===== src/scls_pkg.sv =====
// Constants, phase codes and helper functions of the leak scanner.
package scls_pkg;

    localparam int DEFAULT_WINDOW_BYTES = 8;
    localparam int DEFAULT_COUNT_BITS   = 16;

    localparam int LIMIT_BITS = 16;
    localparam logic [LIMIT_BITS-1:0] CURLY_LIMIT_RESET = 16'd2;
    localparam logic [LIMIT_BITS-1:0] TOTAL_LIMIT_RESET = 16'd5;

    localparam logic [1:0] REG_CURLY_LIMIT = 2'd0;
    localparam logic [1:0] REG_TOTAL_LIMIT = 2'd1;

    localparam logic [3:0] RULE_NONE     = 4'd0;
    localparam logic [3:0] RULE_BRACKETS = 4'd1;
    localparam logic [3:0] RULE_CALL     = 4'd2;
    localparam logic [3:0] RULE_OPERATOR = 4'd3;
    localparam logic [3:0] RULE_KEYWORD  = 4'd4;
    localparam logic [3:0] RULE_COMMENT  = 4'd5;
    localparam logic [3:0] RULE_MEMBER   = 4'd6;
    localparam logic [3:0] RULE_MAIN     = 4'd7;
    localparam logic [3:0] RULE_IF       = 4'd8;
    localparam logic [3:0] RULE_WHILE    = 4'd9;
    localparam logic [3:0] RULE_FOR      = 4'd10;

    typedef logic [3:0] phase_t;
    localparam phase_t PH_SEARCH = 4'd0;
    localparam phase_t PH_VERIFY = 4'd1;
    localparam phase_t PH_SKIP   = 4'd2;
    localparam phase_t PH_SEMI1  = 4'd3;
    localparam phase_t PH_SEMI2  = 4'd4;
    localparam phase_t PH_CLOSEP = 4'd5;
    localparam phase_t PH_SKIP2  = 4'd6;
    localparam phase_t PH_CLOSEC = 4'd7;
    localparam phase_t PH_YES    = 4'd8;
    localparam phase_t PH_NO     = 4'd9;
    localparam phase_t PH_OPENC  = 4'd10;

    localparam logic [7:0] CH_SPACE  = 8'h20;
    localparam logic [7:0] CH_LPAREN = 8'h28;
    localparam logic [7:0] CH_RPAREN = 8'h29;
    localparam logic [7:0] CH_LSQ    = 8'h5B;
    localparam logic [7:0] CH_RSQ    = 8'h5D;
    localparam logic [7:0] CH_LCURLY = 8'h7B;
    localparam logic [7:0] CH_RCURLY = 8'h7D;
    localparam logic [7:0] CH_SEMI   = 8'h3B;
    localparam logic [7:0] CH_GT     = 8'h3E;
    localparam logic [7:0] CH_DOT    = 8'h2E;
    localparam logic [7:0] CH_Q      = 8'h51;
    localparam logic [7:0] CH_AMP    = 8'h26;
    localparam logic [7:0] CH_EQ     = 8'h3D;
    localparam logic [7:0] CH_SLASH  = 8'h2F;
    localparam logic [7:0] CH_STAR   = 8'h2A;

    function automatic logic is_ws(input logic [7:0] c);
        return (c == CH_SPACE) || (c >= 8'd9 && c <= 8'd13);
    endfunction

    function automatic logic is_letter(input logic [7:0] c);
        return (c >= 8'h61 && c <= 8'h7A) || (c >= 8'h41 && c <= 8'h5A);
    endfunction

    // if / while / for tracker; hit = whole word just ended
    function automatic phase_t word_next(input phase_t ph, input logic [7:0] c,
                                         input logic hit, input logic semis);
        phase_t r;
        r = PH_NO;
        unique case (ph)
            PH_VERIFY: begin
                if (c == CH_SPACE) r = PH_SKIP;
                else if (c == CH_LPAREN) r = semis ? PH_SEMI1 : PH_CLOSEP;
                else if (is_ws(c)) r = PH_NO;
                else r = hit ? PH_VERIFY : PH_SEARCH;
            end
            PH_SEARCH: r = hit ? PH_VERIFY : PH_SEARCH;
            PH_SKIP: begin
                if (c == CH_SPACE) r = PH_SKIP;
                else if (c == CH_LPAREN) r = semis ? PH_SEMI1 : PH_CLOSEP;
                else r = PH_NO;
            end
            PH_SEMI1:  r = (c == CH_SEMI) ? PH_SEMI2 : ph;
            PH_SEMI2:  r = (c == CH_SEMI) ? PH_CLOSEP : ph;
            PH_CLOSEP: r = (c == CH_RPAREN) ? PH_SKIP2 : ph;
            PH_SKIP2: begin
                if (c == CH_SPACE) r = PH_SKIP2;
                else r = (c == CH_LCURLY) ? PH_CLOSEC : PH_NO;
            end
            PH_CLOSEC: r = (c == CH_RCURLY) ? PH_YES : ph;
            PH_YES:    r = PH_YES;
            default:   r = PH_NO;
        endcase
        return r;
    endfunction

    // main tracker; hit = "main" just ended, cand = int run seen before it
    function automatic phase_t main_next(input phase_t ph, input logic [7:0] c,
                                         input logic hit, input logic cand);
        phase_t r;
        r = PH_NO;
        unique case (ph)
            PH_SEARCH: begin
                if (hit) r = cand ? PH_SKIP : PH_NO;
                else r = PH_SEARCH;
            end
            PH_SKIP: begin
                if (c == CH_SPACE) r = PH_SKIP;
                else r = (c == CH_LPAREN) ? PH_CLOSEP : PH_NO;
            end
            PH_CLOSEP: r = (c == CH_RPAREN) ? PH_OPENC : ph;
            PH_OPENC:  r = (c == CH_LCURLY) ? PH_CLOSEC : ph;
            PH_CLOSEC: r = (c == CH_RCURLY) ? PH_YES : ph;
            PH_YES:    r = PH_YES;
            default:   r = PH_NO;
        endcase
        return r;
    endfunction

endpackage


===== src/source_code_leak_scanner_unit.sv =====
// Leak scanner top level: byte stream in, one verdict per terminator request out.
//   channel | ports                                | moves
//   in      | s_valid s_ready s_char_byte s_end_of_text | one text byte or terminator
//   out     | m_valid m_ready m_leak_found m_rule_code  | verdict per terminator
//   cfg     | cfg_we cfg_index cfg_data             | limit register writes
// One request per cycle while s_ready is high; each byte updates match state when taken.
// A terminator loads the verdict register at its accepting edge and clears the match state;
// m_valid is high from the next cycle on.
// The input stalls only while a verdict waits in the output register and m_ready is low.
// Synchronous active-low reset clears match state and output valid and reloads the limits.
module source_code_leak_scanner_unit #(
    parameter int WINDOW_BYTES = scls_pkg::DEFAULT_WINDOW_BYTES,
    parameter int COUNT_BITS   = scls_pkg::DEFAULT_COUNT_BITS
) (
    input  logic                            aclk,
    input  logic                            aresetn,
    input  logic                            s_valid,
    output logic                            s_ready,
    input  logic [7:0]                      s_char_byte,
    input  logic                            s_end_of_text,
    output logic                            m_valid,
    input  logic                            m_ready,
    output logic                            m_leak_found,
    output logic [3:0]                      m_rule_code,
    input  logic                            cfg_we,
    input  logic [1:0]                      cfg_index,
    input  logic [scls_pkg::LIMIT_BITS-1:0] cfg_data
);
    import scls_pkg::*;

    localparam logic [COUNT_BITS-1:0] CNT_MAX = {COUNT_BITS{1'b1}};

    logic [LIMIT_BITS-1:0] curly_limit_reg, total_limit_reg;

    logic [7:0] win_reg [WINDOW_BYTES];
    logic [7:0] win_next [WINDOW_BYTES];
    logic [COUNT_BITS-1:0] seen_reg, seen_next;
    logic [COUNT_BITS-1:0] bal_reg [3];
    logic [COUNT_BITS-1:0] bal_next [3];
    logic [COUNT_BITS-1:0] curly_cnt_reg, curly_cnt_next, open_cnt_reg, open_cnt_next;
    logic cancel_reg, cancel_next;
    logic call_done_reg, call_hit_reg, oper_reg, kw_reg, copen_reg, cclose_reg;
    logic member_reg, gt_reg, gt_prev_reg;
    logic call_done_next, call_hit_next, oper_next, kw_next, copen_next, cclose_next;
    logic member_next, gt_next, gt_prev_next;
    logic [3:0] hist_reg, hist_next;
    logic [23:0] lnc_reg, lnc_next;
    logic [1:0] nbc_reg, nbc_next;
    phase_t ph_reg [4];
    phase_t ph_next [4];

    logic m_valid_reg, leak_reg;
    logic [3:0] rule_reg, rule_next;

    logic accept, is_open, is_close, cand;
    logic hit_main, hit_if, hit_while, hit_for;
    logic [1:0] kind;
    logic [7:0] c;

    assign s_ready      = !m_valid_reg || m_ready;
    assign accept       = s_valid && s_ready;
    assign m_valid      = m_valid_reg;
    assign m_leak_found = leak_reg;
    assign m_rule_code  = rule_reg;
    assign c            = s_char_byte;

    always_comb begin
        win_next[0] = c;
        for (int k = 1; k < WINDOW_BYTES; k++) win_next[k] = win_reg[k-1];
        seen_next = (seen_reg == CNT_MAX) ? seen_reg : seen_reg + 1'b1;

        // brackets
        is_open  = 1'b0;
        is_close = 1'b0;
        kind     = 2'd0;
        case (c)
            CH_LPAREN: begin is_open = 1'b1;  kind = 2'd0; end
            CH_RPAREN: begin is_close = 1'b1; kind = 2'd0; end
            CH_LSQ:    begin is_open = 1'b1;  kind = 2'd1; end
            CH_RSQ:    begin is_close = 1'b1; kind = 2'd1; end
            CH_LCURLY: begin is_open = 1'b1;  kind = 2'd2; end
            CH_RCURLY: begin is_close = 1'b1; kind = 2'd2; end
            default: ;
        endcase
        for (int k = 0; k < 3; k++) bal_next[k] = bal_reg[k];
        curly_cnt_next = curly_cnt_reg;
        open_cnt_next  = open_cnt_reg;
        cancel_next    = cancel_reg;
        if (is_open) begin
            if (bal_reg[kind] != CNT_MAX) bal_next[kind] = bal_reg[kind] + 1'b1;
            if (open_cnt_reg != CNT_MAX) open_cnt_next = open_cnt_reg + 1'b1;
            if (kind == 2'd2 && curly_cnt_reg != CNT_MAX)
                curly_cnt_next = curly_cnt_reg + 1'b1;
        end else if (is_close) begin
            if (bal_reg[kind] == '0) cancel_next = 1'b1;
            else bal_next[kind] = bal_reg[kind] - 1'b1;
        end

        // simple patterns
        call_done_next = call_done_reg;
        call_hit_next  = call_hit_reg;
        if (!call_done_reg && c == CH_RPAREN && win_next[1] == CH_LPAREN) begin
            call_done_next = 1'b1;
            if (is_letter(win_next[2])) call_hit_next = 1'b1;
        end
        oper_next = oper_reg
            || (win_next[1] == CH_AMP && c == CH_AMP)
            || (win_next[1] == CH_EQ && c == CH_EQ);
        kw_next = kw_reg
            || (win_next[4] == "c" && win_next[3] == "h" && win_next[2] == "a"
                && win_next[1] == "r" && c == CH_STAR)
            || (win_next[5] == "c" && win_next[4] == "h" && win_next[3] == "a"
                && win_next[2] == "r" && win_next[1] == CH_SPACE && c == CH_STAR)
            || (win_next[6] == "#" && win_next[5] == "d" && win_next[4] == "e"
                && win_next[3] == "f" && win_next[2] == "i" && win_next[1] == "n"
                && c == "e")
            || (win_next[7] == "#" && win_next[6] == "i" && win_next[5] == "n"
                && win_next[4] == "c" && win_next[3] == "l" && win_next[2] == "u"
                && win_next[1] == "d" && c == "e");
        copen_next  = copen_reg || (win_next[1] == CH_SLASH && c == CH_STAR);
        cclose_next = cclose_reg || (win_next[1] == CH_STAR && c == CH_SLASH);
        member_next = member_reg || (gt_prev_reg && win_next[1] == CH_DOT
            && is_letter(win_next[2]) && is_letter(c) && c != CH_Q);
        gt_prev_next = gt_reg;
        gt_next      = gt_reg || (c == CH_GT);

        // main candidate tracking
        cand = is_ws(win_next[1]) && nbc_reg == 2'd3 && lnc_reg == {"i", "n", "t"};
        hist_next = {hist_reg[2:0], cand};
        lnc_next  = lnc_reg;
        nbc_next  = nbc_reg;
        if (!is_ws(c)) begin
            lnc_next = {win_next[2], win_next[1], c};
            nbc_next = (seen_next >= COUNT_BITS'(3)) ? 2'd3 : seen_next[1:0];
        end

        hit_main  = win_next[3] == "m" && win_next[2] == "a" && win_next[1] == "i"
            && c == "n";
        hit_if    = win_next[1] == "i" && c == "f"
            && (seen_next == COUNT_BITS'(2) || is_ws(win_next[2]));
        hit_for   = win_next[2] == "f" && win_next[1] == "o" && c == "r"
            && (seen_next == COUNT_BITS'(3) || is_ws(win_next[3]));
        hit_while = win_next[4] == "w" && win_next[3] == "h" && win_next[2] == "i"
            && win_next[1] == "l" && c == "e"
            && (seen_next == COUNT_BITS'(5) || is_ws(win_next[5]));
        ph_next[0] = main_next(ph_reg[0], c, hit_main, hist_next[3]);
        ph_next[1] = word_next(ph_reg[1], c, hit_if, 1'b0);
        ph_next[2] = word_next(ph_reg[2], c, hit_while, 1'b0);
        ph_next[3] = word_next(ph_reg[3], c, hit_for, 1'b1);

        // verdict from stored state
        if (!cancel_reg && (32'(curly_cnt_reg) > 32'(curly_limit_reg)
                            || 32'(open_cnt_reg) > 32'(total_limit_reg)))
            rule_next = RULE_BRACKETS;
        else if (call_hit_reg)          rule_next = RULE_CALL;
        else if (oper_reg)              rule_next = RULE_OPERATOR;
        else if (kw_reg)                rule_next = RULE_KEYWORD;
        else if (copen_reg && cclose_reg) rule_next = RULE_COMMENT;
        else if (member_reg)            rule_next = RULE_MEMBER;
        else if (ph_reg[0] == PH_YES)   rule_next = RULE_MAIN;
        else if (ph_reg[1] == PH_YES)   rule_next = RULE_IF;
        else if (ph_reg[2] == PH_YES)   rule_next = RULE_WHILE;
        else if (ph_reg[3] == PH_YES)   rule_next = RULE_FOR;
        else                            rule_next = RULE_NONE;
    end

    always_ff @(posedge aclk) begin
        if (!aresetn) begin
            curly_limit_reg <= CURLY_LIMIT_RESET;
            total_limit_reg <= TOTAL_LIMIT_RESET;
        end else if (cfg_we) begin
            unique case (cfg_index)
                REG_CURLY_LIMIT: curly_limit_reg <= cfg_data;
                REG_TOTAL_LIMIT: total_limit_reg <= cfg_data;
                default: ;
            endcase
        end
    end

    always_ff @(posedge aclk) begin
        if (!aresetn || (accept && s_end_of_text)) begin
            for (int k = 0; k < WINDOW_BYTES; k++) win_reg[k] <= '0;
            for (int k = 0; k < 3; k++) bal_reg[k] <= '0;
            for (int k = 0; k < 4; k++) ph_reg[k] <= PH_SEARCH;
            seen_reg      <= '0;
            curly_cnt_reg <= '0;
            open_cnt_reg  <= '0;
            cancel_reg    <= 1'b0;
            call_done_reg <= 1'b0;
            call_hit_reg  <= 1'b0;
            oper_reg      <= 1'b0;
            kw_reg        <= 1'b0;
            copen_reg     <= 1'b0;
            cclose_reg    <= 1'b0;
            member_reg    <= 1'b0;
            gt_reg        <= 1'b0;
            gt_prev_reg   <= 1'b0;
            hist_reg      <= '0;
            lnc_reg       <= '0;
            nbc_reg       <= '0;
        end else if (accept) begin
            win_reg       <= win_next;
            bal_reg       <= bal_next;
            ph_reg        <= ph_next;
            seen_reg      <= seen_next;
            curly_cnt_reg <= curly_cnt_next;
            open_cnt_reg  <= open_cnt_next;
            cancel_reg    <= cancel_next;
            call_done_reg <= call_done_next;
            call_hit_reg  <= call_hit_next;
            oper_reg      <= oper_next;
            kw_reg        <= kw_next;
            copen_reg     <= copen_next;
            cclose_reg    <= cclose_next;
            member_reg    <= member_next;
            gt_reg        <= gt_next;
            gt_prev_reg   <= gt_prev_next;
            hist_reg      <= hist_next;
            lnc_reg       <= lnc_next;
            nbc_reg       <= nbc_next;
        end
    end

    always_ff @(posedge aclk) begin
        if (!aresetn) begin
            m_valid_reg <= 1'b0;
        end else if (accept && s_end_of_text) begin
            m_valid_reg <= 1'b1;
        end else if (m_ready) begin
            m_valid_reg <= 1'b0;
        end
    end

    always_ff @(posedge aclk) begin
        if (accept && s_end_of_text) begin
            leak_reg <= (rule_next != RULE_NONE);
            rule_reg <= rule_next;
        end
    end

endmodule


===== config.mk =====
export PLATFORM = sky130hd
export DESIGN_NAME = source_code_leak_scanner_unit
export DESIGN_NICKNAME = d
export VERILOG_FILES = /design/src/scls_pkg.sv /design/src/source_code_leak_scanner_unit.sv
export SDC_FILE = /design/constraint.sdc
export NUM_CORES = 1
export LEC_CHECK = 0
export BUFFER_PORTS_ARGS = -buffer_cell sky130_fd_sc_hd__buf_2
export CAP_MARGIN = 20
export CORE_MARGIN = 3
export CORE_UTILIZATION = 55
export DETAILED_ROUTE_END_ITERATION = 10
export GPL_TIMING_DRIVEN = 1
export HOLD_SLACK_MARGIN = 0.05
export MAX_ROUTING_LAYER = met4
export PLACE_DENSITY = 0.79
export SETUP_SLACK_MARGIN = 0.3
export SYNTH_ARGS = -nofsm -noshare
export SYNTH_HDL_FRONTEND = slang
export SYNTH_SLANG_ARGS = --single-unit

===== constraint.sdc =====
create_clock -name aclk -period 8.2 [get_ports aclk]
set_input_delay 0.41 -clock aclk [delete_from_list [all_inputs] [get_ports aclk]]
set_output_delay 0.41 -clock aclk [all_outputs]
set_load 0.05 [all_outputs]

# Yosys cells after proc, flatten, opt, wreduce, memory -nomap -nowiden
# Index checks and enable logic that the tools add are counted.
dict set report word_totals {
  register_bits 245
  in_bits 32
  out_inout_bits 7
  wordCells 350
}
dict set report classes {
  addsub 5
  magnitude_cmp 23
  n_eq_ne 111
  n_mux 58
  n_bitwise 3
  reduce_logical 115
}
# cell count
set ops {}
lappend ops {{8-bit by 7-bit equality test with 1-bit output, second input constant} 32}
lappend ops {{48-bit two-way mux} 4}
lappend ops {{8-bit by 6-bit equality test with 1-bit output, second input constant} 21}
lappend ops {{4-bit two-way mux} 33}
lappend ops {{4-bit one-hot mux with 9 select lines} 3}
lappend ops {{48-bit bitwise mux} 2}
lappend ops {{16-bit by 1-bit adder with 16-bit output, second input constant} 4}
lappend ops {{16-bit two-way mux} 4}
lappend ops {{1-bit logical AND} 62}
lappend ops {{4-bit by 3-bit equality test with 1-bit output, second input constant} 14}
lappend ops {{16-bit inequality test, second input constant} 3}
lappend ops {{8-bit by 4-bit >= comparator with 1-bit output, second input constant} 5}
lappend ops {{8-bit by 4-bit <= comparator with 1-bit output, second input constant} 5}
lappend ops {{16-bit binary-select mux with 2-bit select} 1}
lappend ops {{16-bit demux with 2-bit select} 1}
lappend ops {{16-bit by 2-bit equality test with 1-bit output, second input constant} 2}
lappend ops {{8-bit by 7-bit >= comparator with 1-bit output, second input constant} 4}
lappend ops {{16-bit greater-than comparator} 2}
lappend ops {{8-bit by 7-bit <= comparator with 1-bit output, second input constant} 4}
lappend ops {{2-bit inequality test, second input constant} 16}
lappend ops {{4-bit by 2-bit equality test with 1-bit output, second input constant} 7}
lappend ops {{24-bit by 23-bit equality test with 1-bit output, second input constant} 1}
lappend ops {{4-bit one-hot mux with 6 select lines} 1}
lappend ops {{1-bit logical OR} 23}
lappend ops {{other kinds (29)} 61}

# Logic depth before layout (Yosys ltp)
dict set report depth {
  word_depth 12
  ltp_mapped 17
  mapped_depth_nobuf 13
}

# Worst setup path after synthesis
# Ideal clock, no wire load.
dict set report synth_path {
  path_type {input-to-reg}
  from {in s_char_byte[2]}
  to {reg bal_reg[10] in the netlist's numbering}
  setup_ns 0.128
  arrival_time_ns 3.168
  required_ns 8.072
  setup_slack_ns 4.905
  stages 15
  path_buffers 4
  cell_sequence {buf_2 > xnor2_1 > nor3_2 > buf_2 > clkbuf_1 > nor2_1 > a21oi_1 > ha_1 > nand2_1 > nor4_2 > nand3b_1 > nand3_2 > buf_6 > mux2i_1 > nor2_1}
}
dict set report synth_via {
  elab_chain_cells 12
  word_cells_on_any_way 36
  classes_between {add/sub (2); order compare (2); eq/ne (9); mux (14); bitwise (1); reduce/logical (8)}
}
# element line_no
set synth_lines {}
lappend synth_lines {{start: declaration} source_code_leak_scanner_unit.sv:19} ;# input logic [7:0] s_char_byte,
lappend synth_lines {{8-bit by 7-bit equality test with 1-bit output} source_code_leak_scanner_unit.sv:76} ;# case (c)
lappend synth_lines {{2-bit OR reduction (no source line)} -}
lappend synth_lines {{2-bit one-hot mux with 2 select lines} source_code_leak_scanner_unit.sv:76}
lappend synth_lines {{2-bit inverter with 3-bit output (not written as such)} {source_code_leak_scanner_unit.sv:90, source_code_leak_scanner_unit.sv:95, source_code_leak_scanner_unit.sv:96}}
lappend synth_lines {{16-bit binary-select mux with 2-bit select, or another cell as far along} {source_code_leak_scanner_unit.sv:90, source_code_leak_scanner_unit.sv:95, source_code_leak_scanner_unit.sv:96}}
lappend synth_lines {{16-bit two-way mux (not written as such) / 1-bit logical AND (equally long branches)} {source_code_leak_scanner_unit.sv:90, source_code_leak_scanner_unit.sv:95, source_code_leak_scanner_unit.sv:96}}
lappend synth_lines {{16-bit two-way mux (on tied branches)} {source_code_leak_scanner_unit.sv:90, source_code_leak_scanner_unit.sv:95, source_code_leak_scanner_unit.sv:96}}
lappend synth_lines {{16-bit by 1-bit subtractor with 16-bit output / 16-bit demux with 2-bit select (equally long branches)} {source_code_leak_scanner_unit.sv:96, source_code_leak_scanner_unit.sv:90}}
lappend synth_lines {{48-bit bitwise mux} source_code_leak_scanner_unit.sv:96} ;# else bal_next[kind] = bal_reg[kind] - 1'b1;
lappend synth_lines {{48-bit two-way mux} source_code_leak_scanner_unit.sv:95} ;# if (bal_reg[kind] == '0) cancel_next = 1'b1;
lappend synth_lines {{48-bit two-way mux} source_code_leak_scanner_unit.sv:94} ;# end else if (is_close) begin
lappend synth_lines {{48-bit two-way mux} source_code_leak_scanner_unit.sv:89} ;# if (is_open) begin
lappend synth_lines {{end signal: assignment} source_code_leak_scanner_unit.sv:203} ;# bal_reg <= bal_next;
lappend synth_lines {{end: declaration} source_code_leak_scanner_unit.sv:38} ;# logic [COUNT_BITS-1:0] bal_reg [3];
# Several ways; a longest one is shown, not always the timed one. The select of a mux whose other input is x is not followed.
# A chain may end at the register's enable or synchronous reset.

# Final worst setup path
dict set report layout_path {
  from {in s_char_byte[5]}
  to {reg bal_reg[40] in the netlist's numbering}
}
# Same word-level chain as after synthesis.

==> summary.txt <==
drt first pass iters: 6
power share of the combinational group: 0.062
sequential fraction of design power: 0.468
FF+latch area: 4950 um2
R2R depth: 9
WL final: 32900 um
Worst setup SP type: input port
library cells used by synthesis: 86
Sink Count: 245
Leak: 5.11 nW
post-CTS setup buffers: 0
cell mode on critical path: nor2_1
share of the synthesized area in the top cell type: 0.362
fmax: 0.247 GHz
Final Non-Filler Cells: 2009
Synth warnings: 0
CP peak stage delay: 0.91 ns
crit path capture type: flop
min cycle time layout: 4.04 ns
initial antenna violation count: 3
Post-DP HPWL: 22600 um
number of max-cap violations: 0
GRT Util Overall: 0.250
Max transition margin: 0.317
cts repair resizes: 0
Clock power frac: 0.470
Peak VDD IR: 0.000199 V
initial core utilization: 0.562
Setup violations, final: 0
PwrDens: 183 nW/um2
unrepaired setup endpoints after global routing: no
Final Hold Violating Endpoints: 0
cell with the most instances after synthesis: nand2_1
width of the die: 161 um
Yosys reg bits: 245
critical path data required time: 8.59 ns
DRC: 0
WL per Instance: 16.4 um
synthesized cell area: 13300 um2
hold slack: 0.130 ns
top cell type by total area after synthesis: dfxtp_1
die area: 26000 um2
Worst-Margin Slew: 1.02 ns
first-pass GRT wire length: 53700 um
worst-path cell chain: buf_2, or4b_1, o22ai_1, nor2_1, a31oi_1, and3_1, mux2i_1, nor2_1
Int Pwr: 0.00202 W
hold depth: 3
Sw Share: 0.229
first-iteration detailed-routing DRC count: 1164
routed vias: 12006
row count: 56
asr flop ratio synth: 0
final core occ: 0.607
hold_buf cts: 0
Fillers: 2072
H-tree levels: 1
critical path fanouts, max: 42
worst path arrival time: 4.43 ns
top cells by count, synth: nand2_1, dfxtp_1, nor2_1
Final Cycle Share: 0.493
IO Count: 39
critical path class: input port to flop
top area cells in the synthesized netlist: dfxtp_1, nand2_1, a21oi_1
syn avg cell area: 7.77 um2
GR Overflow Total: 0
Final Total Pwr: 0.00263 W
outcome: finished clean
setup tns final: 0 ns
Synth Instances: 1709
antenna-violating nets left: 0
Largest register FFs: 56
largest net degree at the start of global routing: 82
CTS tree: yes
Post-synth EDFFs: 5
most used flip-flop cell after synthesis: dfxtp_1
IO buf count: 38
routability cong.: 0.995
chip height: 161 um
area of the multi-input gates: 7640 um2
vias in the first global route: 11058
total CTS buffers: 26
Synthesized Nets: 1778
vias per std cell: 5.98
Tightest Hold Check Type: input port to flop
Area Growth Syn to Fin: 8.00%
critical path's slowest cell: and3_1
sequential cell area fraction in the yosys report: 0.373
CTS max path bufs: 3
Worst-path clk slew: 0.06 ns
core area: 23600 um2
fraction of layout cells with a size suffix above 1: 0.0718
clock latency on the worst-skew pair: 0.53 ns
nets: 1736
Net Switching: 0.000603 W
clk_skew: 0.0148 ns
max-slew violations: 0
root buf cell: clkbuf_16
dpl cells: 1958
## worst max-delay path: cells and delay by family
kind | cells | cell delay (ns)
buffers and inverters | 1 | 0.65
multiplexers | 1 | 0.29
AO/OA/AOI/OAI | 2 | 1.16
AND/OR/NAND/NOR | 4 | 1.89
## cell type report
type                       count  area share
timing repair buffer          43      0.0159
inverter                      52      0.0136
tap                          319      0.0278
clock buffer                  41      0.0564
sequential                   245       0.345
clock inverter                 6     0.00733
antenna                        4    0.000698
multi-input combinational   1299       0.533
## metal layers
metal  GRT usage  part of all wire  vias to the layer above
li1            -                 -                     5933
met1       0.311              0.43                     5593
met3      0.0362             0.058                       88
met2       0.419              0.48                      392
met4      0.0825             0.030                        0
met5           -                 0                        -
## kinds of logic after synthesis
family                   Yosys count  share of synthesized area
AND/OR/NAND/NOR                  771                      0.278
multiplexers                      78                     0.0597
AO/OA/AOI/OAI                    363                      0.168
adder cells (fa/ha/maj)           37                     0.0349
buffers and inverters            165                     0.0527
XOR/XNOR                          50                     0.0335
flip-flops                       245                      0.373
## path summary, 6_finish.rpt
| path | end | slack [ns] | start |
|---|---|---|---|
| worst max-delay path | bal_reg[40]$_SDFFE_PP0P_ | 4.16 | s_char_byte[5] |
| worst min register to register | lnc_reg[11]$_SDFFE_PP0P_ | 0.45 | lnc_reg[11]$_SDFFE_PP0P_ |
| worst max register to register | ph_reg[8]$_SDFFE_PP0P_ | 4.93 | seen_reg[0]$_SDFFE_PP0P_ |
| worst min-delay path | total_limit_reg[2]$_SDFFE_PN1P_ | 0.13 | cfg_data[2] |
## stage by stage
step	cell area, um2	worst slack (ns)
after global routing	14300	3.85
after CTS	14300	4.27
after detailed placement	13400	3.71
final	14300	4.16
after floorplan	13300	4.90
after global placement	13400	3.86
## cells in the final DEF, fill, tap and decap left out, types with 10 or more instances in the layout
cell type and count:
dfxtp_1 240, a31oi_1 21, or3_1 13, a21oi_1 156, nor4_1 26, nand3b_1 11
or4_1 10, inv_1 52, ha_1 37, nand3_1 46, o21ai_0 49, a21o_1 11
nand4b_1 11, mux2i_1 68, xnor2_1 27, nand2b_1 14, nor3_1 52, a21boi_0 30
nor2b_1 14, buf_2 38, nand2_1 312, nor2_1 164, clkbuf_16 27, nand4_1 26
xor2_1 22
## power by group through the flow
stage	registers (W)	clock network, W	logic [W]
detailed placement	0.00125	0	0.000160
global route	0.00123	0.00130	0.000179
global placement	0.00125	0	0.000157
CTS	0.00123	0.00126	0.000161
finish	0.00123	0.00124	0.000163
floorplan	0.00125	0	0.000120
(Power assumes the default switching activity.)
